## src/hdl/rfd_pkg.sv

```systemverilog
// ----------------------------------------------------------------------------
// rfd_pkg
// Types and constants shared by the RTCM3 frame delimiter modules.
// ----------------------------------------------------------------------------
package rfd_pkg;

	// frame layout
	localparam int unsigned HEADER_BYTES = 3;
	localparam int unsigned CRC_BYTES    = 3;

	localparam int unsigned CNT_W = 11;
	localparam int unsigned LEN_W = 10;
	localparam int unsigned ID_W  = 12;

	// positions of the message id bytes and first position with a full id
	localparam logic [CNT_W-1:0] ID_HI_POS    = CNT_W'(HEADER_BYTES);
	localparam logic [CNT_W-1:0] ID_LO_POS    = CNT_W'(HEADER_BYTES + 1);
	localparam logic [CNT_W-1:0] ID_FULL_CNT  = CNT_W'(HEADER_BYTES + 2);
	localparam logic [CNT_W-1:0] LEN_HI_POS   = CNT_W'(1);
	localparam logic [CNT_W-1:0] HDR_CNT      = CNT_W'(HEADER_BYTES);
	localparam logic [CNT_W-1:0] FRAME_EXTRA  = CNT_W'(HEADER_BYTES + CRC_BYTES);

	// configuration register reset values
	localparam logic [7:0]       PREAMBLE_RESET = 8'hD3;
	localparam logic [LEN_W-1:0] MAX_LEN_RESET  = '1;

	// apb address width and register indexes
	localparam int unsigned ADDR_W = 3;
	typedef enum logic {
		REG_PREAMBLE = 1'b0,
		REG_MAX_LEN  = 1'b1
	} reg_idx_t;

	// input word operation codes
	typedef enum logic {
		OP_DATA    = 1'b0,
		OP_RESTART = 1'b1
	} op_t;

	// parser phase
	typedef enum logic [1:0] {
		PH_SEARCH = 2'd0,
		PH_HEADER = 2'd1,
		PH_BODY   = 2'd2,
		PH_DONE   = 2'd3
	} phase_t;

	typedef struct packed {
		logic       operation;
		logic [7:0] data_byte;
	} cmd_t;

	typedef struct packed {
		logic [1:0]       phase;
		logic             byte_stored;
		logic [CNT_W-1:0] byte_position;
		logic [CNT_W-1:0] received_count;
		logic [LEN_W-1:0] body_length;
		logic [ID_W-1:0]  message_number;
		logic             id_valid;
		logic             length_rejected;
	} res_t;

	// register values handed from the config block to the parser
	typedef struct packed {
		logic [7:0]       preamble;
		logic [LEN_W-1:0] max_len;
	} cfg_t;

endpackage

```

## src/hdl/rfd_cfg.sv

```systemverilog
// ----------------------------------------------------------------------------
// rfd_cfg
// APB register file holding the preamble value and the maximum body length.
// ----------------------------------------------------------------------------
module rfd_cfg (
	input  logic                      clk,
	input  logic                      arst_n,
	input  logic                      psel,
	input  logic                      penable,
	input  logic                      pwrite,
	input  logic [rfd_pkg::ADDR_W-1:0] paddr,
	input  logic [31:0]               pwdata,
	output logic [31:0]               prdata,
	output logic                      pready,
	output rfd_pkg::cfg_t             cfg
);
	import rfd_pkg::*;

	logic [7:0]       preamble_q;
	logic [LEN_W-1:0] max_len_q;
	logic             wr_en;
	reg_idx_t         idx;

	assign pready = 1'b1;
	assign wr_en  = psel & penable & pwrite;
	assign idx    = reg_idx_t'(paddr[2]);

	// register writes
	always_ff @(posedge clk or negedge arst_n) begin
		if (!arst_n) begin
			preamble_q <= PREAMBLE_RESET;
			max_len_q  <= MAX_LEN_RESET;
		end else if (wr_en) begin
			unique case (idx)
				REG_PREAMBLE: preamble_q <= pwdata[7:0];
				REG_MAX_LEN:  max_len_q  <= pwdata[LEN_W-1:0];
				default:      ;
			endcase
		end
	end

	// read mux
	always_comb begin
		unique case (idx)
			REG_PREAMBLE: prdata = {24'd0, preamble_q};
			REG_MAX_LEN:  prdata = {{(32-LEN_W){1'b0}}, max_len_q};
			default:      prdata = '0;
		endcase
	end

	assign cfg.preamble = preamble_q;
	assign cfg.max_len  = max_len_q;

endmodule

```

## src/hdl/rfd_parser.sv

```systemverilog
// ----------------------------------------------------------------------------
// rfd_parser
// Frame phase tracking and byte results, one word per cycle while accepting.
// ----------------------------------------------------------------------------
module rfd_parser (
	input  logic          clk,
	input  logic          arst_n,
	input  rfd_pkg::cfg_t cfg,
	input  logic          accept,
	input  rfd_pkg::cmd_t cmd,
	output rfd_pkg::res_t res
);
	import rfd_pkg::*;

	phase_t           phase_q, phase_n;
	logic [CNT_W-1:0] cnt_q, cnt_n, cnt_inc;
	logic [LEN_W-1:0] len_q, len_n, hdr_len;
	logic [1:0]       lhb_q, lhb_n;
	logic [ID_W-1:0]  id_q, id_n;
	logic [CNT_W-1:0] total_hdr, total_q;
	logic             is_pre, hdr_end, too_long;
	logic             stored, rejected;
	logic [CNT_W-1:0] pos;
	logic             idv;

	// shared datapath terms
	// length high bits were captured on an earlier header byte
	assign cnt_inc   = cnt_q + CNT_W'(1);
	assign is_pre    = (cmd.data_byte == cfg.preamble);
	assign hdr_end   = (cnt_inc >= HDR_CNT);
	assign hdr_len   = {lhb_q, cmd.data_byte};
	assign too_long  = hdr_len > cfg.max_len;
	assign total_hdr = CNT_W'(hdr_len) + FRAME_EXTRA;
	assign total_q   = CNT_W'(len_q) + FRAME_EXTRA;

	// next phase
	always_comb begin
		phase_n = phase_q;
		if (cmd.operation == OP_RESTART) begin
			phase_n = PH_SEARCH;
		end else begin
			unique case (phase_q)
				PH_SEARCH: if (is_pre) phase_n = PH_HEADER;
				PH_HEADER: begin
					if (hdr_end) begin
						if (too_long)                 phase_n = PH_SEARCH;
						else if (cnt_inc >= total_hdr) phase_n = PH_DONE;
						else                          phase_n = PH_BODY;
					end
				end
				PH_BODY:   if (cnt_inc >= total_q) phase_n = PH_DONE;
				PH_DONE:   ;
				default:   ;
			endcase
		end
	end

	// counters, captured fields and per-byte flags
	always_comb begin
		cnt_n    = cnt_q;
		len_n    = len_q;
		lhb_n    = lhb_q;
		id_n     = id_q;
		stored   = 1'b0;
		pos      = '0;
		rejected = 1'b0;
		if (cmd.operation == OP_RESTART) begin
			cnt_n = '0;
			len_n = '0;
			lhb_n = '0;
			id_n  = '0;
		end else begin
			unique case (phase_q)
				PH_SEARCH: begin
					if (is_pre) begin
						stored = 1'b1;
						pos    = cnt_q;
						cnt_n  = CNT_W'(1);
					end
				end
				PH_HEADER: begin
					stored = 1'b1;
					pos    = cnt_q;
					cnt_n  = cnt_inc;
					if (cnt_q == LEN_HI_POS) lhb_n = cmd.data_byte[1:0];
					if (hdr_end) begin
						len_n = hdr_len;
						if (too_long) begin
							cnt_n    = '0;
							len_n    = '0;
							lhb_n    = '0;
							id_n     = '0;
							stored   = 1'b0;
							pos      = '0;
							rejected = 1'b1;
						end
					end
				end
				PH_BODY: begin
					stored = 1'b1;
					pos    = cnt_q;
					cnt_n  = cnt_inc;
					if (cnt_q == ID_HI_POS)
						id_n = {cmd.data_byte, 4'd0};
					else if (cnt_q == ID_LO_POS)
						id_n = {id_q[ID_W-1:4], cmd.data_byte[7:4]};
				end
				PH_DONE: ;
				default: ;
			endcase
		end
	end

	assign idv = (cnt_n >= ID_FULL_CNT);

	// result word for this byte
	always_comb begin
		res.phase           = phase_n;
		res.byte_stored     = stored;
		res.byte_position   = pos;
		res.received_count  = cnt_n;
		res.body_length     = len_n;
		res.message_number  = idv ? id_n : '0;
		res.id_valid        = idv;
		res.length_rejected = rejected;
	end

	// parser state
	always_ff @(posedge clk or negedge arst_n) begin
		if (!arst_n) begin
			phase_q <= PH_SEARCH;
			cnt_q   <= '0;
			len_q   <= '0;
			lhb_q   <= '0;
			id_q    <= '0;
		end else if (accept) begin
			phase_q <= phase_n;
			cnt_q   <= cnt_n;
			len_q   <= len_n;
			lhb_q   <= lhb_n;
			id_q    <= id_n;
		end
	end

endmodule

```

## src/hdl/rfd_out_buf.sv

```systemverilog
// ----------------------------------------------------------------------------
// rfd_out_buf
// Result register with a skid entry so the input side can deliver one more
// result while the output is stalled.
// ----------------------------------------------------------------------------
module rfd_out_buf (
	input  logic          clk,
	input  logic          arst_n,
	input  logic          push,
	input  rfd_pkg::res_t din,
	output logic          full,
	output logic          res_valid,
	input  logic          res_stall,
	output rfd_pkg::res_t res
);
	import rfd_pkg::*;

	res_t out_q, skid_q;
	logic out_vld_q, skid_vld_q;
	logic out_busy;

	assign out_busy  = out_vld_q & res_stall;
	assign full      = skid_vld_q;
	assign res_valid = out_vld_q;
	assign res       = out_q;

	// valid flags
	always_ff @(posedge clk or negedge arst_n) begin
		if (!arst_n) begin
			out_vld_q  <= 1'b0;
			skid_vld_q <= 1'b0;
		end else if (push) begin
			if (out_busy) skid_vld_q <= 1'b1;
			else          out_vld_q  <= 1'b1;
		end else if (!out_busy) begin
			out_vld_q  <= skid_vld_q;
			skid_vld_q <= 1'b0;
		end
	end

	// payload
	always_ff @(posedge clk) begin
		if (push) begin
			if (out_busy) skid_q <= din;
			else          out_q  <= din;
		end else if (!out_busy && skid_vld_q) begin
			out_q <= skid_q;
		end
	end

endmodule

```

## src/hdl/rtcm3_frame_delimiter_top.sv

```systemverilog
// One byte word is taken per clock cycle while cmd_stall is low, as the
// parser update is a single compare and counter step. Its result word is
// registered in the output register, or in the skid entry while the output
// is stalled. The skid lets the input keep going during an output stall;
// cmd_stall rises only once both result entries are held. A restart word
// returns the parser to searching but keeps the configuration registers.
// ----------------------------------------------------------------------------
// rtcm3_frame_delimiter_top
// RTCM3 frame delimiter: finds the preamble, parses the body length and
// message id, and reports the frame position of every stored byte.
// ----------------------------------------------------------------------------
module rtcm3_frame_delimiter_top (
	input  logic                       clk,
	input  logic                       arst_n,
	input  logic                       psel,
	input  logic                       penable,
	input  logic                       pwrite,
	input  logic [rfd_pkg::ADDR_W-1:0] paddr,
	input  logic [31:0]                pwdata,
	output logic [31:0]                prdata,
	output logic                       pready,
	input  logic                       cmd_valid,
	output logic                       cmd_stall,
	input  rfd_pkg::cmd_t              cmd,
	output logic                       res_valid,
	input  logic                       res_stall,
	output rfd_pkg::res_t              res
);
	import rfd_pkg::*;

	cfg_t cfg;
	res_t step_res;
	logic full;
	logic accept;

	assign cmd_stall = full;
	assign accept    = cmd_valid & ~full;

	// configuration registers
	rfd_cfg u_cfg (
		.clk     (clk),
		.arst_n  (arst_n),
		.psel    (psel),
		.penable (penable),
		.pwrite  (pwrite),
		.paddr   (paddr),
		.pwdata  (pwdata),
		.prdata  (prdata),
		.pready  (pready),
		.cfg     (cfg)
	);

	// frame parser
	rfd_parser u_parser (
		.clk    (clk),
		.arst_n (arst_n),
		.cfg    (cfg),
		.accept (accept),
		.cmd    (cmd),
		.res    (step_res)
	);

	// result register and skid
	rfd_out_buf u_out (
		.clk       (clk),
		.arst_n    (arst_n),
		.push      (accept),
		.din       (step_res),
		.full      (full),
		.res_valid (res_valid),
		.res_stall (res_stall),
		.res       (res)
	);

endmodule

```

## config.mk

```make
export PLATFORM = sky130hd
export DESIGN_NAME = rtcm3_frame_delimiter_top
export DESIGN_NICKNAME = d
export VERILOG_FILES = /design/src/hdl/rfd_pkg.sv /design/src/hdl/rfd_cfg.sv /design/src/hdl/rfd_parser.sv /design/src/hdl/rfd_out_buf.sv /design/src/hdl/rtcm3_frame_delimiter_top.sv
export SDC_FILE = /design/constraint.sdc
export NUM_CORES = 1
export LEC_CHECK = 0
export BUFFER_PORTS_ARGS = -buffer_cell sky130_fd_sc_hd__buf_2
export CAP_MARGIN = 20
export CORE_MARGIN = 2
export CORE_UTILIZATION = 49
export DETAILED_ROUTE_END_ITERATION = 10
export GPL_TIMING_DRIVEN = 1
export PLACE_DENSITY = 0.7
export SYNTH_ARGS = -nofsm -noshare
export SYNTH_HDL_FRONTEND = slang
export SYNTH_SLANG_ARGS = --single-unit
```

## constraint.sdc

```tcl
create_clock -name clk -period 8.2 [get_ports clk]
set_input_delay 1.23 -clock clk [delete_from_list [all_inputs] [get_ports clk]]
set_output_delay 1.23 -clock clk [all_outputs]
set_load 0.01 [all_outputs]
```

==> flow_metrics.tcl, run 1 <==
set metrics [dict create \
    worstMarginPinSlew_ps 903.7 \
    synth.avg_cell_area_um2 10.81 \
    floorplan_die_area_um2 18680 \
    placeableCoreArea_um2 17240 \
    setup_viol 0 \
    detail-route-antenna-nets 0 \
    hold_path.startpoint "u_parser.id_q[11]" \
    nFillCells 1486 \
    count_of_inserted_antenna_diode_cells 0 \
    ys_types 79 \
    finalNetCount 961 \
    start_util_pct 50.04 \
    comb_power_share_pct 36.3 \
    detailed_routing_iteration_count_for_the_pre_antenna_repair_pass 4 \
    rows 48 \
    post_drt_via_cell_ratio 5.477 \
    final-hold-violation-count 0 \
    grt_pass1_wl_um 30520 \
    part_of_the_power_in_registers_pct 38.3 \
    ys_seq_elements 155 \
    hold_path.class "reg -> reg" \
    cts_sinks 155 \
    die_w_um 136.7 \
    pwr_density_cell_nw_per_um2 323.8 \
    power_report.internal_total_uw 1970 \
    io_pins 135 \
    max_cap_viol_count 0 \
    outcome "completed" \
    criticalPathCategory "in -> reg" \
    most-common-layout-cells "130 x nand2_1, 98 x edfxtp_1, 87 x buf_2" \
    post_route_core_utilization_pct 56.24 \
    timing.reg2reg.worst_path_depth 11 \
    final-seq-area_um2 4388 \
    cp-end-kind "flop" \
    clockBufferDepth 2 \
    cts_tree "done" \
    cts_inserted_buffers 17 \
    total_switching_power_uw 1168 \
    irDropWorstVdd_v 0.0001808 \
    number_of_enable_flip_flop_cells_after_synthesis 98 \
    areaGrowthSynthToFinish_pct 12.40 \
    grt.total_usage_pct 21.34 \
    relSlewSlack_pct 39.63 \
    mostFrequentLayoutCell "nand2_1" \
    critical_path_peak_fanout 26 \
    wl_um 18780 \
    ys_seq_area_share_pct 50.88 \
    final_cells 1107 \
    multi_input_area_um2 3814 \
    clock-skew-final_ps 10.80 \
    drive_gt1_share_pct 24.94 \
    setup.worst_path.start_class "input pin" \
    p_leak_uw 0.004173 \
    worst_hold_path.endpoint "u_parser.id_q[11]" \
    hold_path_depth 2 \
    power.switching_fraction_pct 37.22 \
    whs_ps 486.1 \
    synth_top_flop_cell "edfxtp_1" \
    rr_startpoint "u_parser.cnt_q[0]" \
    crit_start "cmd[5]" \
    finalCritPeriodShare_pct 54.27 \
    cp_data_arrival_time_ps 4610 \
    power.share.clock_pct 25.4 \
    grt_remaining_overflow 0 \
    worst_r2r_endpoint "u_out.res[6]" \
    report.power.total_uw 3139 \
    ys_async_sr_fraction_pct 36.77 \
    drc 0 \
    detail_route.iter0.violations 436 \
    grt_setup_unrepaired "false" \
    number_of_antenna_violations_at_the_first_check_in_global_routing 0 \
    avgRoutedWirePerCell_um 16.96 \
    clk_root_buffer_cell "clkbuf_16" \
    die_h_um 136.7 \
    slew_violations 0 \
    synthesis.area_um2 8625 \
    placedCellCount 1074 \
    final.setup.tns_ps 0 \
    detailroute.via_count 6063 \
    gp_routability_congestion 0.9213 \
    ff2ff_setup_slack_ps 3860 \
    worst_skew_pair.late_latency_ps 440 \
    period_needed_ps 4450 \
    clock.fmax_mhz 224.7 \
    cts.htree.levels 4 \
    timing.critical_path.required_ps 8350 \
    io_buffer_count 87 \
    cts_resized 0 \
    ys_warn_count 0 \
    maximum_number_of_pins_on_one_net_before_global_route_repair 66 \
    post_cts_hold_buffers 0 \
    dp.final_hpwl_um 12610 \
    first_global_vias 5709 \
    syn_inst 798 \
    cts_setup_buffers 0 \
    path_clk_slew_ps 60 \
]
[cell families (layout without fill, tap and decap cells)]
group	count (synthesis)	in the layout	share of synthesized area [%]
adder cells (fa/ha/maj)	42	42	6.064
multiplexers	41	41	5.353
XOR/XNOR	34	34	3.758
AO/OA/AOI/OAI	134	134	11.49
AND/OR/NAND/NOR	292	292	16.41
buffers and inverters	98	161	5.963
other	2	23	0.08708
flip-flops	155	155	50.88
[metal layers]
layer | up-vias | track usage (%) | share of wire (%)
li1 | 2928 | - | -
met1 | 2922 | 30.55 | 47
met2 | 186 | 31.58 | 45
met3 | 27 | 5.630 | 5.8
met4 | 0 | 6.829 | 1.8
met5 | - | 0 | 0
[synth_stat cells, types with 20 or more instances]
| master | n | area, um^2 |
|---|---|---|
| ha_1 | 41 | 513.0 |
| mux2_2 | 41 | 461.7 |
| inv_1 | 33 | 123.9 |
| clkbuf_1 | 22 | 82.58 |
| nand3_1 | 20 | 100.1 |
| xor2_1 | 20 | 175.2 |
| nand2_1 | 130 | 488.0 |
| nand2b_1 | 20 | 125.1 |
| edfxtp_1 | 98 | 2943 |
| dfrtp_1 | 42 | 1051 |
| nor2_1 | 54 | 202.7 |
| buf_4 | 26 | 195.2 |
| a21oi_1 | 29 | 145.1 |
[cell type report]
class	instances	area share (%)
sequential	155	45.26
multi-input combinational	566	39.34
timing repair buffer	95	5.111
clock buffer	21	4.543
tap	225	2.904
clock inverter	11	1.523
inverter	34	1.316
[registers in the layout, summed over array words and instances, names as in the netlist, 2 cells and up]
signal / cells
u_out.skid_q: 49
u_parser.phase_q: 2
u_parser.cnt_q: 11
u_parser.lhb_q: 2
u_parser.len_q: 10
u_out.res: 49
u_parser.id_q: 12
u_cfg.preamble_q: 8
u_cfg.max_len_q: 10
[critical path: stages]
cell and delay, ps:
buf_2 180, ha_1 340, nand4_1 150, a211oi_1 230
a2111oi_0 100, buf_4 160, a311oi_2 520, a211oi_2 230
a221oi_1 530, nand2_2 130, nor4_4 220, buf_4 360
o21ai_0 200
[power groups by stage]
| stage | clock network (uW) | registers [uW] | logic [uW] |
|---|---|---|---|
| floorplan | 0 | 1190 | 868 |
| global placement | 0 | 1210 | 1120 |
| finish | 797 | 1200 | 1140 |
| detailed placement | 0 | 1210 | 1140 |
| CTS | 807 | 1200 | 1150 |
| global route | 841 | 1220 | 1280 |
[per-stage QoR]
stage	cell area (um^2)	setup slack [ps]
final	9694	3750
after floorplan	8703	4292
after CTS	9687	3818
after detailed placement	9099	3388
after global routing	9694	3564
after global placement	9099	3384
[worst max path at each step]
stage | to
finish | u_out.res[6]
global route | u_out.res[7]
CTS | u_out.res[6]
detailed placement | u_out.res[6]
global placement | u_out.res[7]
floorplan | u_out.res[0]
No activity file was read; power rests on OpenSTA's default activity.
==> inputs of run 2 (changes only) <==
==> constraint.sdc (replaced) <==
create_clock -name clk -period 4.23 [get_ports clk]
set_input_delay 0.6345 -clock clk [delete_from_list [all_inputs] [get_ports clk]]
set_output_delay 0.6345 -clock clk [all_outputs]
set_load 0.01 [all_outputs]
==> run 2 against run 1 <==
  * Setup slack lost 3300 ps
  * Utilization grew 1.2 points
  * Non-clock buffer count grew 28
  * Worst hold slack lost 250 ps
  * First-iteration DRC count grew 25%
  * Via count grew 1.8%
==> flow_metrics.tcl, run 2 (same netlist as run 1, synthesis figures left out) <==
set metrics [dict create \
    pwr_density_cell_nw_per_um2 627.3 \
    ff2ff_setup_slack_ps 440 \
    first_global_vias 5841 \
    period_needed_ps 3788 \
    io_buffer_count 87 \
    cts.htree.levels 4 \
    final_critical_path_setup_slack_ps 442.0 \
    areaGrowthSynthToFinish_pct 14.87 \
    floorplan_die_area_um2 18680 \
    p_leak_uw 0.004309 \
    grt_pass1_wl_um 30930 \
    path_clk_slew_ps 60 \
    clock-skew-final_ps 10.31 \
    cp-end-kind "flop" \
    die_w_um 136.7 \
    timing.critical_path.required_ps 4400 \
    hold_path.class "in -> async" \
    worst_skew_pair.late_latency_ps 440 \
    post_cts_hold_buffers 0 \
    whs_ps 232.3 \
    irDropWorstVdd_v 0.0003556 \
    die_h_um 136.7 \
    final.setup.tns_ps 0 \
    post_route_core_utilization_pct 57.48 \
    count_of_inserted_antenna_diode_cells 0 \
    wl_um 19250 \
    detail-route-antenna-nets 0 \
    clk_root_buffer_cell "clkbuf_16" \
    setup.worst_path.start_class "flop" \
    detail_route.iter0.violations 547 \
    highest-signal-layer "met4" \
    avgRoutedWirePerCell_um 16.96 \
    finalNetCount 989 \
    mostFrequentLayoutCell "nand2_1" \
    routed_length_on_met1_um 9135 \
    cts_inserted_buffers 17 \
    most-common-layout-cells "130 x nand2_1, 98 x edfxtp_1, 87 x buf_2" \
    worstMarginPinSlew_ps 1020 \
    post_drt_via_cell_ratio 5.436 \
    relSlewSlack_pct 31.85 \
    io_pins 135 \
    start_util_pct 50.04 \
    dp.final_hpwl_um 13570 \
    crit_start "u_cfg.max_len_q[5]" \
    final_cells 1135 \
    grt_remaining_overflow 0 \
    criticalPathCategory "reg -> reg" \
    cts_sinks 155 \
    detailroute.wirelength.met2_um 8619 \
    cts_tree "done" \
    placeableCoreArea_um2 17240 \
    max_cap_viol_count 0 \
    critical_path_peak_fanout 26 \
    pre_cts_ws_ps 241.9 \
    drive_gt1_share_pct 27.14 \
    outcome "completed" \
    rr_startpoint "u_cfg.max_len_q[5]" \
    finalCritPeriodShare_pct 89.55 \
    worst_r2r_endpoint "u_out.res[6]" \
    drc 0 \
    rows 48 \
    crit_path_end "u_out.res[6]" \
    gp_routability_congestion 0.9455 \
    cts_setup_buffers 0 \
    clockBufferDepth 2 \
    met3WireLength_um 1222 \
    detailed_routing_iteration_count_for_the_pre_antenna_repair_pass 5 \
    maximum_number_of_pins_on_one_net_before_global_route_repair 65 \
    setup_viol 0 \
    placedCellCount 1103 \
    timing.reg2reg.worst_path_depth 13 \
    cts_resized 0 \
    grt.total_usage_pct 21.70 \
    detailroute.via_count 6170 \
    number_of_antenna_violations_at_the_first_check_in_global_routing 0 \
    slew_violations 0 \
    clock.fmax_mhz 264.0 \
    final-hold-violation-count 0 \
    cp_data_arrival_time_ps 3960 \
    grt_setup_unrepaired "false" \
]
==> run 2: changes by cell type in the layout (fill, tap and decap cells not counted), sizes merged <==
cell	previous run	this run
buf	94	123
clkinvlp	1	2
inv	35	36
clkinv	6	4
bufinv	3	2
==> run 2: worst min path at each step <==
stage | depth (start not counted) | slack [ps] | to
6_report | 1 | 230 | u_cfg.preamble_q[3]
5_1_grt | 1 | 270 | u_cfg.preamble_q[5]
4_1_cts | 1 | 240 | u_cfg.preamble_q[3]
3_5_place_dp | 2 | 470 | u_parser.id_q[5]
3_3_place_gp | 2 | 460 | u_parser.id_q[0]
2_1_floorplan | 0 | 340 | u_cfg.preamble_q[2]
==> run 2: routing by layer <==
metal / GRT usage [%] / vias to the layer above
li1: - / 2975
met1: 31.43 / 2969
met2: 32.50 / 209
met3: 4.667 / 17
met4: 7.002 / 0
met5: 0 / -
==> run 2: power by group <==
group	leakage (uW)	switching, uW	internal [uW]
Combinational	0.00238	1460	961
Clock	0.000276	608	899
Sequential	0.00166	229	2060
Total	0.00431	2300	3920
==> run 2: critical path, stage by stage (launching register included) <==
cell and delay [ps]:
dfstp_2 530, inv_1 40, ha_1 300, nand4_1 140
a211oi_1 240, a2111oi_0 100, buf_4 160, a311oi_2 530
a211oi_2 200, a221oi_1 480, nand2_2 130, nor4_4 290
buf_12 220, o21ai_0 140
==> run 2: cell type report <==
class | instances | area [um^2]
Clock buffer | 22 | 464.2
Clock inverter | 10 | 113.9
Fill cell | 1468 | 7330
Inverter | 34 | 127.6
Multi-Input combinational cell | 566 | 3814
Sequential cell | 155 | 4388
Tap cell | 225 | 281.5
Timing Repair Buffer | 123 | 718.2
==> run 2: through the flow <==
stage	power, uW	cell area (um^2)
floorplan	3991	8703
global placement	4681	9329
detailed placement	4729	9329
CTS	6238	9907
global route	6599	9907
finish	6215	9907
